[src/hw/rtl/pts_pkg.sv]
// periodic task scheduler: shared constants, command codes and the
// control and status bundles between controller and datapath
// no dependencies
`timescale 1ns / 1ps
`default_nettype none

package pts_pkg;

  // default parameter values
  localparam int MAX_TASKS_DEF = 16;
  localparam int TIME_BITS_DEF = 48;

  // fixed port widths
  localparam int CMD_W    = 2;
  localparam int INDEX_W  = 4;
  localparam int ID_W     = 32;
  localparam int PERIOD_W = 32;
  localparam int COUNT_W  = 5;
  localparam int NOW_W    = 48;

  // command codes
  localparam logic [CMD_W-1:0] CMD_LOAD   = 2'd0;
  localparam logic [CMD_W-1:0] CMD_COMMIT = 2'd1;
  localparam logic [CMD_W-1:0] CMD_TICK   = 2'd2;

  // controller to datapath
  typedef struct packed {
    logic load_wr;     // write one table row
    logic commit;      // set row count, mark table changed
    logic tick_start;  // capture time, clear fired marks
    logic rd_en;       // read the row at the walk index
    logic arm_wr;      // re-arm the row read last cycle
    logic fire_start;  // clear earliest before the fire walk
    logic fire_wr;     // fire and re-arm the row if due
    logic emit_fire;   // present one firing result
    logic emit_sum;    // present the summary result
  } pts_ctl_t;

  // datapath to controller
  typedef struct packed {
    logic changed;     // table changed since last tick
    logic en_cur;      // row at walk index is active
    logic fired_cur;   // row at walk index fired this tick
    logic reached;     // now has reached the earliest due time
  } pts_sts_t;

endpackage

`default_nettype wire

[src/hw/rtl/pts_ctrl.sv]
// periodic task scheduler: sequencing state machine and row walk counter
// depends on pts_pkg
`timescale 1ns / 1ps
`default_nettype none

module pts_ctrl #(
  parameter int MAX_TASKS = pts_pkg::MAX_TASKS_DEF,
  localparam int CNT_W = $clog2(MAX_TASKS + 1),
  localparam int IDX_W = (MAX_TASKS > 1) ? $clog2(MAX_TASKS) : 1
) (
  input  wire logic                     clk,
  input  wire logic                     rst_n,
  input  wire logic                     start,
  input  wire logic [pts_pkg::CMD_W-1:0] in_command,
  input  wire logic [CNT_W-1:0]         rows,
  input  wire pts_pkg::pts_sts_t        sts,
  output pts_pkg::pts_ctl_t             ctl,
  output logic [IDX_W-1:0]              idx,
  output logic                          busy
);
  import pts_pkg::*;

  typedef enum logic [9:0] {
    S_IDLE = 10'b00_0000_0001,
    S_ARD  = 10'b00_0000_0010,
    S_AWR  = 10'b00_0000_0100,
    S_CHK  = 10'b00_0000_1000,
    S_BRD  = 10'b00_0001_0000,
    S_BWR  = 10'b00_0010_0000,
    S_CSC  = 10'b00_0100_0000,
    S_COUT = 10'b00_1000_0000,
    S_SUM  = 10'b01_0000_0000,
    S_SPARE = 10'b10_0000_0000
  } state_t;

  state_t            state_r, state_nxt;
  logic [CNT_W-1:0]  cnt_r, cnt_nxt;
  logic              done;

  assign done = (cnt_r == rows);
  assign idx  = cnt_r[IDX_W-1:0];
  assign busy = (state_r != S_IDLE);

  // next state and commands
  always_comb begin
    state_nxt = state_r;
    cnt_nxt   = cnt_r;
    ctl       = '0;
    unique case (state_r)
      S_IDLE: begin
        if (start) begin
          unique case (in_command)
            CMD_LOAD:   ctl.load_wr = 1'b1;
            CMD_COMMIT: ctl.commit = 1'b1;
            CMD_TICK: begin
              ctl.tick_start = 1'b1;
              cnt_nxt        = '0;
              state_nxt      = sts.changed ? S_ARD : S_CHK;
            end
            default: ;
          endcase
        end
      end
      // re-arm walk after a table change
      S_ARD: begin
        if (done) begin
          state_nxt = S_CHK;
        end else if (sts.en_cur) begin
          ctl.rd_en = 1'b1;
          state_nxt = S_AWR;
        end else begin
          cnt_nxt = cnt_r + CNT_W'(1);
        end
      end
      S_AWR: begin
        ctl.arm_wr = 1'b1;
        cnt_nxt    = cnt_r + CNT_W'(1);
        state_nxt  = S_ARD;
      end
      // decide whether anything can be due
      S_CHK: begin
        cnt_nxt = '0;
        if (sts.reached) begin
          ctl.fire_start = 1'b1;
          state_nxt      = S_BRD;
        end else begin
          state_nxt = S_SUM;
        end
      end
      // fire walk
      S_BRD: begin
        if (done) begin
          cnt_nxt   = '0;
          state_nxt = S_CSC;
        end else if (sts.en_cur) begin
          ctl.rd_en = 1'b1;
          state_nxt = S_BWR;
        end else begin
          cnt_nxt = cnt_r + CNT_W'(1);
        end
      end
      S_BWR: begin
        ctl.fire_wr = 1'b1;
        cnt_nxt     = cnt_r + CNT_W'(1);
        state_nxt   = S_BRD;
      end
      // report walk over fired rows
      S_CSC: begin
        if (done) begin
          state_nxt = S_SUM;
        end else if (sts.fired_cur) begin
          ctl.rd_en = 1'b1;
          state_nxt = S_COUT;
        end else begin
          cnt_nxt = cnt_r + CNT_W'(1);
        end
      end
      S_COUT: begin
        ctl.emit_fire = 1'b1;
        cnt_nxt       = cnt_r + CNT_W'(1);
        state_nxt     = S_CSC;
      end
      S_SUM: begin
        ctl.emit_sum = 1'b1;
        state_nxt    = S_IDLE;
      end
      default: state_nxt = S_IDLE;
    endcase
  end

  // state registers
  always_ff @(posedge clk) begin
    if (!rst_n) begin
      state_r <= S_IDLE;
      cnt_r   <= '0;
    end else begin
      state_r <= state_nxt;
      cnt_r   <= cnt_nxt;
    end
  end

`ifndef SYNTH
  // walk counter never passes the row count
  a_cnt_bound: assert property (@(posedge clk) disable iff (!rst_n)
    busy |-> (cnt_r <= rows))
    else $error("walk counter beyond row count");

  // a firing result always follows an id read
  a_cout_after_scan: assert property (@(posedge clk) disable iff (!rst_n)
    (state_r == S_COUT) |-> ($past(state_r) == S_CSC))
    else $error("report state without preceding scan");

  // summary returns to idle
  a_sum_to_idle: assert property (@(posedge clk) disable iff (!rst_n)
    (state_r == S_SUM) |=> (state_r == S_IDLE))
    else $error("summary did not end the tick");
`endif

endmodule

`default_nettype wire

[src/hw/rtl/pts_dp.sv]
// periodic task scheduler: task table memories, due-time arithmetic,
// earliest-due tracking and result registers
// depends on pts_pkg
`timescale 1ns / 1ps
`default_nettype none

module pts_dp #(
  parameter int MAX_TASKS = pts_pkg::MAX_TASKS_DEF,
  parameter int TIME_BITS = pts_pkg::TIME_BITS_DEF,
  localparam int CNT_W = $clog2(MAX_TASKS + 1),
  localparam int IDX_W = (MAX_TASKS > 1) ? $clog2(MAX_TASKS) : 1
) (
  input  wire logic                          clk,
  input  wire logic                          rst_n,
  input  wire pts_pkg::pts_ctl_t             ctl,
  input  wire logic [IDX_W-1:0]              idx,
  input  wire logic [pts_pkg::INDEX_W-1:0]   in_row_index,
  input  wire logic [pts_pkg::ID_W-1:0]      in_row_id,
  input  wire logic                          in_row_active,
  input  wire logic [pts_pkg::PERIOD_W-1:0]  in_row_interval,
  input  wire logic [pts_pkg::COUNT_W-1:0]   in_row_count,
  input  wire logic [pts_pkg::NOW_W-1:0]     in_now_ms,
  output pts_pkg::pts_sts_t                  sts,
  output logic [CNT_W-1:0]                   rows,
  output logic                               out_valid,
  output logic                               out_fired,
  output logic [pts_pkg::ID_W-1:0]           out_task_id,
  output logic [pts_pkg::NOW_W-1:0]          out_next_due_ms,
  output logic                               out_last
);
  import pts_pkg::*;

  localparam int SUM_W = TIME_BITS + 1;
  localparam logic [CNT_W-1:0] MAX_CNT = CNT_W'(MAX_TASKS);
  localparam logic [8:0] MAX_EXT = 9'(MAX_TASKS);

  // task table
  logic [ID_W-1:0]      id_mem_r     [MAX_TASKS];
  logic [PERIOD_W-1:0]  period_mem_r [MAX_TASKS];
  logic [TIME_BITS-1:0] due_mem_r    [MAX_TASKS];
  logic [ID_W-1:0]      id_rd_r;
  logic [PERIOD_W-1:0]  period_rd_r;
  logic [TIME_BITS-1:0] due_rd_r;

  logic [MAX_TASKS-1:0] en_r;
  logic [MAX_TASKS-1:0] fired_r;
  logic [CNT_W-1:0]     rows_r;
  logic                 changed_r;
  logic [TIME_BITS-1:0] earliest_r;
  logic [TIME_BITS-1:0] now_r;

  logic                 out_valid_r, out_fired_r, out_last_r;
  logic [ID_W-1:0]      out_task_id_r;
  logic [NOW_W-1:0]     out_next_due_r;

  logic [8:0]           slot_ext, count_ext;
  logic                 slot_ok;
  logic [IDX_W-1:0]     slot;
  logic [CNT_W-1:0]     rows_nxt;
  logic [63:0]          now_ext, earliest_ext;
  logic [TIME_BITS-1:0] now_in;
  logic [SUM_W-1:0]     due_sum;
  logic [TIME_BITS-1:0] sat_due;
  logic                 due_hit;
  logic [TIME_BITS-1:0] fold_val;
  logic                 fold_take;

  // load slot and commit count decode
  assign slot_ext  = 9'(in_row_index);
  assign slot_ok   = (slot_ext < MAX_EXT);
  assign slot      = slot_ext[IDX_W-1:0];
  assign count_ext = 9'(in_row_count);
  assign rows_nxt  = (count_ext > MAX_EXT) ? MAX_CNT : count_ext[CNT_W-1:0];

  // time width adaption
  assign now_ext      = 64'(in_now_ms);
  assign now_in       = now_ext[TIME_BITS-1:0];
  assign earliest_ext = 64'(earliest_r);

  // saturating re-arm time and due check
  assign due_sum = {1'b0, now_r} + SUM_W'(period_rd_r);
  assign sat_due = due_sum[TIME_BITS] ? '1 : due_sum[TIME_BITS-1:0];
  assign due_hit = (now_r >= due_rd_r);

  // running minimum, zero means none
  assign fold_val  = (ctl.arm_wr || due_hit) ? sat_due : due_rd_r;
  assign fold_take = (earliest_r == '0) || (fold_val < earliest_r);

  // status to controller
  assign sts.changed   = changed_r;
  assign sts.en_cur    = en_r[idx];
  assign sts.fired_cur = fired_r[idx];
  assign sts.reached   = (now_r >= earliest_r);
  assign rows          = rows_r;

  // id and period tables, written by load only
  always_ff @(posedge clk) begin
    if (ctl.load_wr && slot_ok) begin
      id_mem_r[slot]     <= in_row_id;
      period_mem_r[slot] <= in_row_interval;
    end
  end

  // due table, cleared by load, re-armed by the walks
  always_ff @(posedge clk) begin
    if (ctl.load_wr && slot_ok) begin
      due_mem_r[slot] <= '0;
    end else if (ctl.arm_wr || (ctl.fire_wr && due_hit)) begin
      due_mem_r[idx] <= sat_due;
    end
  end

  // registered table read
  always_ff @(posedge clk) begin
    if (ctl.rd_en) begin
      id_rd_r     <= id_mem_r[idx];
      period_rd_r <= period_mem_r[idx];
      due_rd_r    <= due_mem_r[idx];
    end
  end

  // tick time
  always_ff @(posedge clk) begin
    if (ctl.tick_start) begin
      now_r <= now_in;
    end
  end

  // active flags, fired marks, row count, change flag, earliest due
  always_ff @(posedge clk) begin
    if (!rst_n) begin
      en_r       <= '0;
      fired_r    <= '0;
      rows_r     <= '0;
      changed_r  <= 1'b0;
      earliest_r <= '0;
    end else begin
      if (ctl.load_wr && slot_ok) begin
        en_r[slot] <= in_row_active;
      end
      if (ctl.commit) begin
        rows_r    <= rows_nxt;
        changed_r <= 1'b1;
      end
      if (ctl.tick_start) begin
        fired_r <= '0;
      end else if (ctl.fire_wr && due_hit) begin
        fired_r[idx] <= 1'b1;
      end
      priority if (ctl.tick_start && changed_r) begin
        changed_r  <= 1'b0;
        earliest_r <= '0;
      end else if (ctl.fire_start) begin
        earliest_r <= '0;
      end else if ((ctl.arm_wr || ctl.fire_wr) && fold_take) begin
        earliest_r <= fold_val;
      end else begin
        earliest_r <= earliest_r;
      end
    end
  end

  // result strobe
  always_ff @(posedge clk) begin
    if (!rst_n) begin
      out_valid_r <= 1'b0;
    end else begin
      out_valid_r <= ctl.emit_fire || ctl.emit_sum;
    end
  end

  // result payload
  always_ff @(posedge clk) begin
    if (ctl.emit_fire || ctl.emit_sum) begin
      out_fired_r    <= ctl.emit_fire;
      out_task_id_r  <= ctl.emit_fire ? id_rd_r : '0;
      out_last_r     <= ctl.emit_sum;
      out_next_due_r <= earliest_ext[NOW_W-1:0];
    end
  end

  assign out_valid       = out_valid_r;
  assign out_fired       = out_fired_r;
  assign out_task_id     = out_task_id_r;
  assign out_next_due_ms = out_next_due_r;
  assign out_last        = out_last_r;

`ifndef SYNTH
  // a commit always leaves a pending change
  a_commit_marks: assert property (@(posedge clk) disable iff (!rst_n)
    ctl.commit |=> changed_r)
    else $error("commit did not mark table changed");

  // row count saturates at table depth
  a_rows_bound: assert property (@(posedge clk) disable iff (!rst_n)
    rows_r <= MAX_CNT)
    else $error("row count beyond table depth");

  // summary transaction is flagged last
  a_sum_last: assert property (@(posedge clk) disable iff (!rst_n)
    ctl.emit_sum |=> (out_valid && out_last && !out_fired))
    else $error("summary transaction malformed");
`endif

endmodule

`default_nettype wire

[src/hw/rtl/periodic_task_scheduler.sv]
// periodic task scheduler top level: controller and datapath
// depends on pts_pkg, pts_ctrl, pts_dp
`timescale 1ns / 1ps
`default_nettype none

// Usage: a command transaction is taken when start is high and busy is low.
// in_command selects load (write one row: index, id, active flag, interval),
// commit (set row count, mark the table changed) or tick (current time in
// in_now_ms). Load and commit give no results; busy stays low. A tick
// raises busy and walks the task table held in block memory, one row read
// per step through the single read port of the table:
//   re-arm walk after a commit: reads and re-arms each active row
//   fire walk when now has reached the earliest due time: fires and
//   re-arms each due active row
//   report walk, only after a fire walk: one result per fired row
//   plus tick accept, due check and summary
// Firing results come during the report walk, each for exactly one cycle
// with out_valid high; the last (out_last high) is the summary, shown in
// the same cycle that busy falls, with the earliest due time, 0 for none.
// The receiver cannot stall; every result must be taken when shown.
// Reset clears the active flags, row count, change flag and earliest due
// time; ids, intervals and due times hold no value until loaded.
module periodic_task_scheduler #(
  parameter int MAX_TASKS = pts_pkg::MAX_TASKS_DEF,
  parameter int TIME_BITS = pts_pkg::TIME_BITS_DEF
) (
  input  wire logic                          clk,
  input  wire logic                          rst_n,
  input  wire logic                          start,
  output logic                               busy,
  input  wire logic [pts_pkg::CMD_W-1:0]     in_command,
  input  wire logic [pts_pkg::INDEX_W-1:0]   in_row_index,
  input  wire logic [pts_pkg::ID_W-1:0]      in_row_id,
  input  wire logic                          in_row_active,
  input  wire logic [pts_pkg::PERIOD_W-1:0]  in_row_interval,
  input  wire logic [pts_pkg::COUNT_W-1:0]   in_row_count,
  input  wire logic [pts_pkg::NOW_W-1:0]     in_now_ms,
  output logic                               out_valid,
  output logic                               out_fired,
  output logic [pts_pkg::ID_W-1:0]           out_task_id,
  output logic [pts_pkg::NOW_W-1:0]          out_next_due_ms,
  output logic                               out_last
);
  import pts_pkg::*;

  localparam int CNT_W = $clog2(MAX_TASKS + 1);
  localparam int IDX_W = (MAX_TASKS > 1) ? $clog2(MAX_TASKS) : 1;

  pts_ctl_t          ctl;
  pts_sts_t          sts;
  logic [IDX_W-1:0]  idx;
  logic [CNT_W-1:0]  rows;

  // sequencing
  pts_ctrl #(
    .MAX_TASKS (MAX_TASKS)
  ) u_ctrl (
    .clk        (clk),
    .rst_n      (rst_n),
    .start      (start),
    .in_command (in_command),
    .rows       (rows),
    .sts        (sts),
    .ctl        (ctl),
    .idx        (idx),
    .busy       (busy)
  );

  // table and arithmetic
  pts_dp #(
    .MAX_TASKS (MAX_TASKS),
    .TIME_BITS (TIME_BITS)
  ) u_dp (
    .clk             (clk),
    .rst_n           (rst_n),
    .ctl             (ctl),
    .idx             (idx),
    .in_row_index    (in_row_index),
    .in_row_id       (in_row_id),
    .in_row_active   (in_row_active),
    .in_row_interval (in_row_interval),
    .in_row_count    (in_row_count),
    .in_now_ms       (in_now_ms),
    .sts             (sts),
    .rows            (rows),
    .out_valid       (out_valid),
    .out_fired       (out_fired),
    .out_task_id     (out_task_id),
    .out_next_due_ms (out_next_due_ms),
    .out_last        (out_last)
  );

endmodule

`default_nettype wire

[config.mk]
export PLATFORM = sky130hd
export DESIGN_NAME = periodic_task_scheduler
export DESIGN_NICKNAME = d
export VERILOG_FILES = /design/src/hw/rtl/pts_pkg.sv /design/src/hw/rtl/pts_ctrl.sv /design/src/hw/rtl/pts_dp.sv /design/src/hw/rtl/periodic_task_scheduler.sv
export SDC_FILE = /design/constraint.sdc
export NUM_CORES = 2
export LEC_CHECK = 0
export BUFFER_PORTS_ARGS = -buffer_cell sky130_fd_sc_hd__buf_2
export CAP_MARGIN = 20
export CORE_MARGIN = 2
export CORE_UTILIZATION = 25
export CTS_CLUSTER_DIAMETER = 50
export DETAILED_ROUTE_END_ITERATION = 10
export PLACE_DENSITY = 0.37
export SLEW_MARGIN = 20
export SYNTH_ARGS = -nofsm -noshare
export SYNTH_HDL_FRONTEND = slang
export SYNTH_HIERARCHICAL = 1
export SYNTH_SLANG_ARGS = --single-unit
[constraint.sdc]
create_clock -name clk -period 13.3 [get_ports clk]
set_clock_uncertainty 0.2 [all_clocks]
set_input_delay 0 -clock clk [delete_from_list [all_inputs] [get_ports clk]]
set_output_delay 0 -clock clk [all_outputs]
set_load 0.1 [all_outputs]
### Word-level counts from Yosys, hierarchy flattened

Memory sizes are Yosys's and may differ from the RTL's. A register that Yosys moved wholly into a read port is not among the register bits.
Index checks and enable logic that the tools add are counted.

* add/subtract/negate cells: 2
* $lt $le $gt $ge: 9
* equality and inequality tests: 21
* muxes and demuxes: 55
* bitwise logic cells: 2
* reduce and logical (&&, ||, !) cells: 22

Operators with widths (count)
* $mux W48: 3
* $ge A48 B48 Y1: 2
* $mux W10: 8
* $pmux W10 S8: 1
* $add A48 B32 Y49: 1
* $logic_not A48 Y1: 1
* $lt A48 B48 Y1: 1
* $reduce_or A48 Y1: 1
* $mux W5: 8
* $pmux W5 S6: 1
* $mux W1: 23
* $bwmux W16: 1
* $or A16 B16 Y16: 1
* $lt A4 B5 Y1 const B: 3
* $eq A10 B1 Y1 const B: 1
* $eq A10 B2 Y1 const B: 1
* $eq A10 B3 Y1 const B: 1
* $eq A10 B4 Y1 const B: 1
* $eq A10 B5 Y1 const B: 1
* $eq A10 B6 Y1 const B: 1
* $eq A10 B7 Y1 const B: 1
* $eq A10 B8 Y1 const B: 1
* $eq A10 B9 Y1 const B: 1
* $ne A10 B1 Y1 const B: 1
* 23 further kinds: 46

* register bits after elaboration: 232
* RAM bits: 1792
* input bits: 127
* output and inout bits: 84
* word-level logic and storage cells: 127
* memories kept: 3

Memories
* u_dp.due_mem_r: depth 16, bits a word 48, read ports 1, clocked after Yosys merged registers in 1, wr ports 1, RTL line pts_dp.sv:40 `logic [TIME_BITS-1:0] due_mem_r [MAX_TASKS];`
* u_dp.id_mem_r: depth 16, bits a word 32, read ports 1, clocked after Yosys merged registers in 1, wr ports 1, RTL line pts_dp.sv:38 `logic [ID_W-1:0] id_mem_r [MAX_TASKS];`
* u_dp.period_mem_r: depth 16, bits a word 32, read ports 1, clocked after Yosys merged registers in 1, wr ports 1, RTL line pts_dp.sv:39 `logic [PERIOD_W-1:0] period_mem_r [MAX_TASKS];`

### Logic depth before layout (Yosys ltp)

* depth after elaboration: 9
* gate-level depth with buffers: 26
* depth with buffers taken out: 23

### Modules after synthesis

Netlist, hierarchy kept.

By module, submodules not included
* pts_dp: times used 1, cells each 4137, area an instance 84725.0 µm²
* pts_ctrl: times used 1, cells each 169, area an instance 1256.2 µm²

### Worst setup path before layout

No wires, ideal clock.

* path type: register to register
* start: reg u_ctrl.cnt_r[0]
* end: reg u_dp.due_rd_r[0] (read register of u_dp.due_mem_r), enable pin
* setup time: 0.620 ns
* arrival: 7.870 ns
* data required time: 12.480 ns
* slack: 4.610 ns
* cell stages (with the launch flop): 10
* path buffers: 5
* clock period less this slack: 8.690 ns
* cells stage by stage: dfxtp_1 > buf_4 > clkbuf_1 > clkbuf_1 > buf_1 > mux4_2 > mux4_2 > clkbuf_1 > nand2_1 > a21oi_1

RTL lines
* start, declared: RTL line pts_ctrl.sv:37 `logic [CNT_W-1:0] cnt_r, cnt_nxt;`
* start signal, assigned: RTL line pts_ctrl.sv:138 `cnt_r <= cnt_nxt;`
* end, declared: RTL line pts_dp.sv:43 `logic [TIME_BITS-1:0] due_rd_r;`

### Worst setup path in the final report

* start: reg u_dp.now_r[7]
* end: reg u_dp.earliest_r[45]

* cells in the longest elaborated chain, start to end: 6
* elaborated cells between the ends (all ways): 12
* classes of those cells: 1 x add/sub; 3 x order compare; 4 x mux; 4 x reduce/logical

Ends and longest elaborated chain
* start, declared: RTL line pts_dp.sv:50 `logic [TIME_BITS-1:0] now_r;`
* start signal, assigned: RTL line pts_dp.sv:125 `now_r <= now_in;`
* $add A48 B32 Y49 / $ge A48 B48 Y1 (equally long branches): RTL line pts_dp.sv:81, pts_dp.sv:83
* $mux W48 / $logic_or A1 B1 Y1 (equally long branches): RTL line pts_dp.sv:82, pts_dp.sv:86
* $mux W48 *: RTL line pts_dp.sv:86 `assign fold_val = (ctl.arm_wr || due_hit) ? sat_due : due_rd_r;`
* via u_dp.fold_val[47]: RTL line pts_dp.sv:65 `logic [TIME_BITS-1:0] fold_val;`
* $lt A48 B48 Y1 *: RTL line pts_dp.sv:87 `assign fold_take = (earliest_r == '0) || (fold_val < earliest_r);`
* $logic_or A1 B1 Y1 *: RTL line pts_dp.sv:87
* $logic_and A1 B1 Y1 *: RTL line pts_dp.sv:155 `end else if ((ctl.arm_wr || ctl.fire_wr) && fold_take) begin`
* end signal, assigned: RTL line pts_dp.sv:156 `earliest_r <= fold_val;`
* end signal, assigned: RTL line pts_dp.sv:158 `earliest_r <= earliest_r;`
* end, declared: RTL line pts_dp.sv:49 `logic [TIME_BITS-1:0] earliest_r;`

Mark *: on every way through the listed nets, which the timed path passes. The rest lies on a longest branch.
A chain may end at the register's enable or synchronous reset.

==> summary.txt <==
Run status
  – Status: complete, no violations

Floorplan
  – Die Width: 590 um
  – Rows: 215
  – Initial Util: 0.251
  – Die height: 590 um
  – Number of I/O pins: 211
  – Die ar.: 349,000 um2
  – Total core area: 343,000 um2

STA
  – Final count of hold timing violations: 0
  – Hold slack: 64.2 ps
  – Final Slew Violations: 0
  – Peak Freq: 132 MHz
  – Total Neg Setup Slack: 0 ps
  – Minimum clock period: 7590 ps
  – Final worst-path cycle share: 0.571
  – Slew @ Worst Pin: 1080 ps
  – Max-slew headroom: 0.275
  – # setup viols final: 0
  – RSZ-0062 raised after global routing: false

Cells and area
  – Layout Cells excl Fill: 9,772
  – Filler instances: 33.6k
  – Commonest cells after routing, fill and taps aside: edfxtp_1, mux4_2, clkbuf_16, dlygate4sd3_1, buf_2
  – Final Util: 0.307
  – # nets final: 5,285
  – Synth-to-Final Area Change: 22.2%
  – Commonest non-fill, non-tap cell in the layout: edfxtp_1
  – Share of layout cells above drive strength 1: 0.277
  – Reg area: 63,100 um2
  – Multi-input logic area: 22,000 um2

Critical path
  – Worst setup startpoint: u_dp/now_r[7]
  – CP max stage cell: o211ai_4
  – WS Path Type: register to register
  – CP Launch Type: register
  – Arrival time of the worst setup path: 8120 ps
  – Maximum fanout along the worst path: 58
  – Worst Path Required: 13,830 ps
  – Crit. End Element: register
  – Worst path cell trace: ha_1, nand2_1, o21ai_0, a21oi_1, o21ai_0, a31oi_1, nand3b_1, buf_4, nand2_1, nor2_1, nor2_1, ha_1, and4_1, nand3_1, or3_1, and4b_1, o211ai_1, o211ai_4, buf_4, and2_1, a22o_1
  – Worst path max stage delay: 740 ps
  – Critical register-to-register path startpoint: u_dp/now_r[7]

Placement
  – Final HPWL DP: 159,000 um
  – I/O Buffers: 210
  – Dpl cells: 8,989
  – Final GP Congestion: 0.806

GRT
  – Met1 global-route usage: 0.212
  – Gr usage total: 0.153
  – Met3 Track Usage GR: 0.0224
  – Met2 Resource Use GR: 0.247
  – Global route total overflow: 0
  – Initial antenna violation count: 40
  – Largest net degree at the start of global routing: 115
  – Vias in the first global route: 47.0k
  – Gr busiest metal: met2
  – First-pass GRT wire length: 376,000 um

Route
  – Initial DRC count: 3,514
  – DR WL/cell: 27.6 um
  – DRC viols: 0
  – Routed via count: 45.0k
  – Via-per-instance ratio: 4.61
  – DRT Wirelength: 270,000 um
  – Routed Antenna Nets: 0
  – Drt pass-1 iters: 7

Clock tree
  – CTS sink cnt: 2,135
  – CTS tree: built
  – TritonCTS buffer count: 284
  – Clock-pin slew on the worst setup and hold paths: 50 ps
  – Clk root buf: clkbuf_16
  – Skew-Pair Late Insertion Delay: 850 ps
  – CTS max path bufs: 4
  – H-tree Lvls: 5

Min path
  – Hold/Removal Path Class: input port to register
  – HP Start: in_row_interval[0]

Yosys
  – Post-Syn Instances: 4,306
  – Sequential area share after synthesis: 0.734
  – Syn nets: 4,610
  – Yosys warns: 6
  – Synthesized flop and latch total: 2,135
  – Synth cell types: 82
  – Mapped Area: 86,000 um2
  – Post-synth EDFFs: 2,034
  – Syn avg cell area: 20.0 um2
  – Synth Flop Type: edfxtp_1
  – Asr flop ratio synth: 0

Power
  – Power Density: 147 nW/um2
  – Peak supply drop: 0.000128 V
  – Lkg Pwr: 33.5 nW

Job
  – Max-Cap Viols: 0
-- Yosys cell counts, types with 24 or more instances --
| library cell | instances | share of area |
|---|---|---|
| clkbuf_1 | 146 | 0.0064 |
| edfxtp_1 | 2034 | 0.71 |
| and2_1 | 46 | 0.0033 |
| nand2_1 | 113 | 0.0049 |
| nand4_1 | 36 | 0.0026 |
| ha_1 | 176 | 0.026 |
| o21ai_0 | 80 | 0.0047 |
| xnor2_1 | 30 | 0.0031 |
| nor2b_1 | 24 | 0.0017 |
| inv_1 | 115 | 0.0050 |
| a21oi_1 | 147 | 0.0086 |
| mux4_2 | 570 | 0.15 |
| buf_1 | 40 | 0.0017 |
| nand3_1 | 56 | 0.0033 |
| a21o_1 | 39 | 0.0034 |
| a31oi_1 | 29 | 0.0021 |
| nor2_1 | 168 | 0.0073 |
| dfxtp_1 | 101 | 0.024 |
-- kinds of logic after synthesis --
kind of cell / Yosys count / share of synthesized area
AOI/OAI and AO/OA: 452 / 0.0340
xor gates and xnor gates: 46 / 0.00469
adders and majority gates: 177 / 0.0258
buffers and inverters: 327 / 0.0154
DFF: 2135 / 0.734
muxes: 592 / 0.152
and+or+nand+nor: 577 / 0.0343
-- report_power, final --
part           total [W]  switching [W]  internal [W]
logic           0.000578       0.000382      0.000196
registers        0.00740      0.0000320       0.00736
clock network    0.00745        0.00300       0.00446
total             0.0154        0.00341        0.0120
-- layer usage --
layer | routed length, um | up-vias | part of all wire
li1 | - | 19300 | -
met1 | 123000 | 24200 | 0.46
met2 | 127000 | 1162 | 0.47
met3 | 11600 | 419 | 0.043
met4 | 7750 | 16 | 0.029
met5 | 102 | - | 0.00038
-- stage by stage --
step	setup WS (ps)	power (W)	area, um2
5_1_grt	5110	0.0160	105000
4_1_cts	5660	0.0157	105000
6_report	5710	0.0154	105000
2_1_floorplan	4610	0.00781	86000
3_5_place_dp	5710	0.00805	93200
3_3_place_gp	5740	0.00805	93200
-- layout make-up --
class,count,share of cell area
Multi-Input combinational cell,1844,0.209
Inverter,115,0.00420
Clock inverter,167,0.0152
Antenna cell,13,0.000310
Tap cell,4557,0.0543
Sequential cell,2135,0.601
Clock buffer,340,0.0715
Timing Repair Buffer,601,0.0443
-- state kept, by name (all words and copies together) (netlist names), 16 cells and up --
register and cells:
u_dp/due_mem_r 768, u_dp/due_rd_r 48, u_dp/earliest_r 48, u_dp/en_r 16
u_dp/fired_r 16, u_dp/id_mem_r 512, u_dp/id_rd_r 32, u_dp/now_r 48
u_dp/out_next_due_ms 48, u_dp/out_task_id 32, u_dp/period_mem_r 512, u_dp/period_rd_r 32
-- path summary, 6_finish.rpt --
kind	end	slack (ps)	cells past startpoint
setup / recovery	u_dp/earliest_r[45]	5710	21
setup reg to reg	u_dp/earliest_r[45]	5710	21
hold / removal	u_dp/period_mem_r[10][0]	60	2
hold reg to reg	u_dp/fired_r[13]	270	2
-- worst max-delay path, delay by kind of cell, from the launching register on --
kind,cells,cell delay [ps]
AOI/OAI and AO/OA,7,2340
and+or+nand+nor,10,2640
DFF,1,470
buffers and inverters,2,1180
adders and majority gates,2,650
-- repair_timing --
action                    4_1_cts  5_1_grt
buffers inserted                0        0
hold endpoints to repair     1353        0
hold buffers                  263        0
gates resized for setup         0        0
Power figures use the tool's default switching activity.
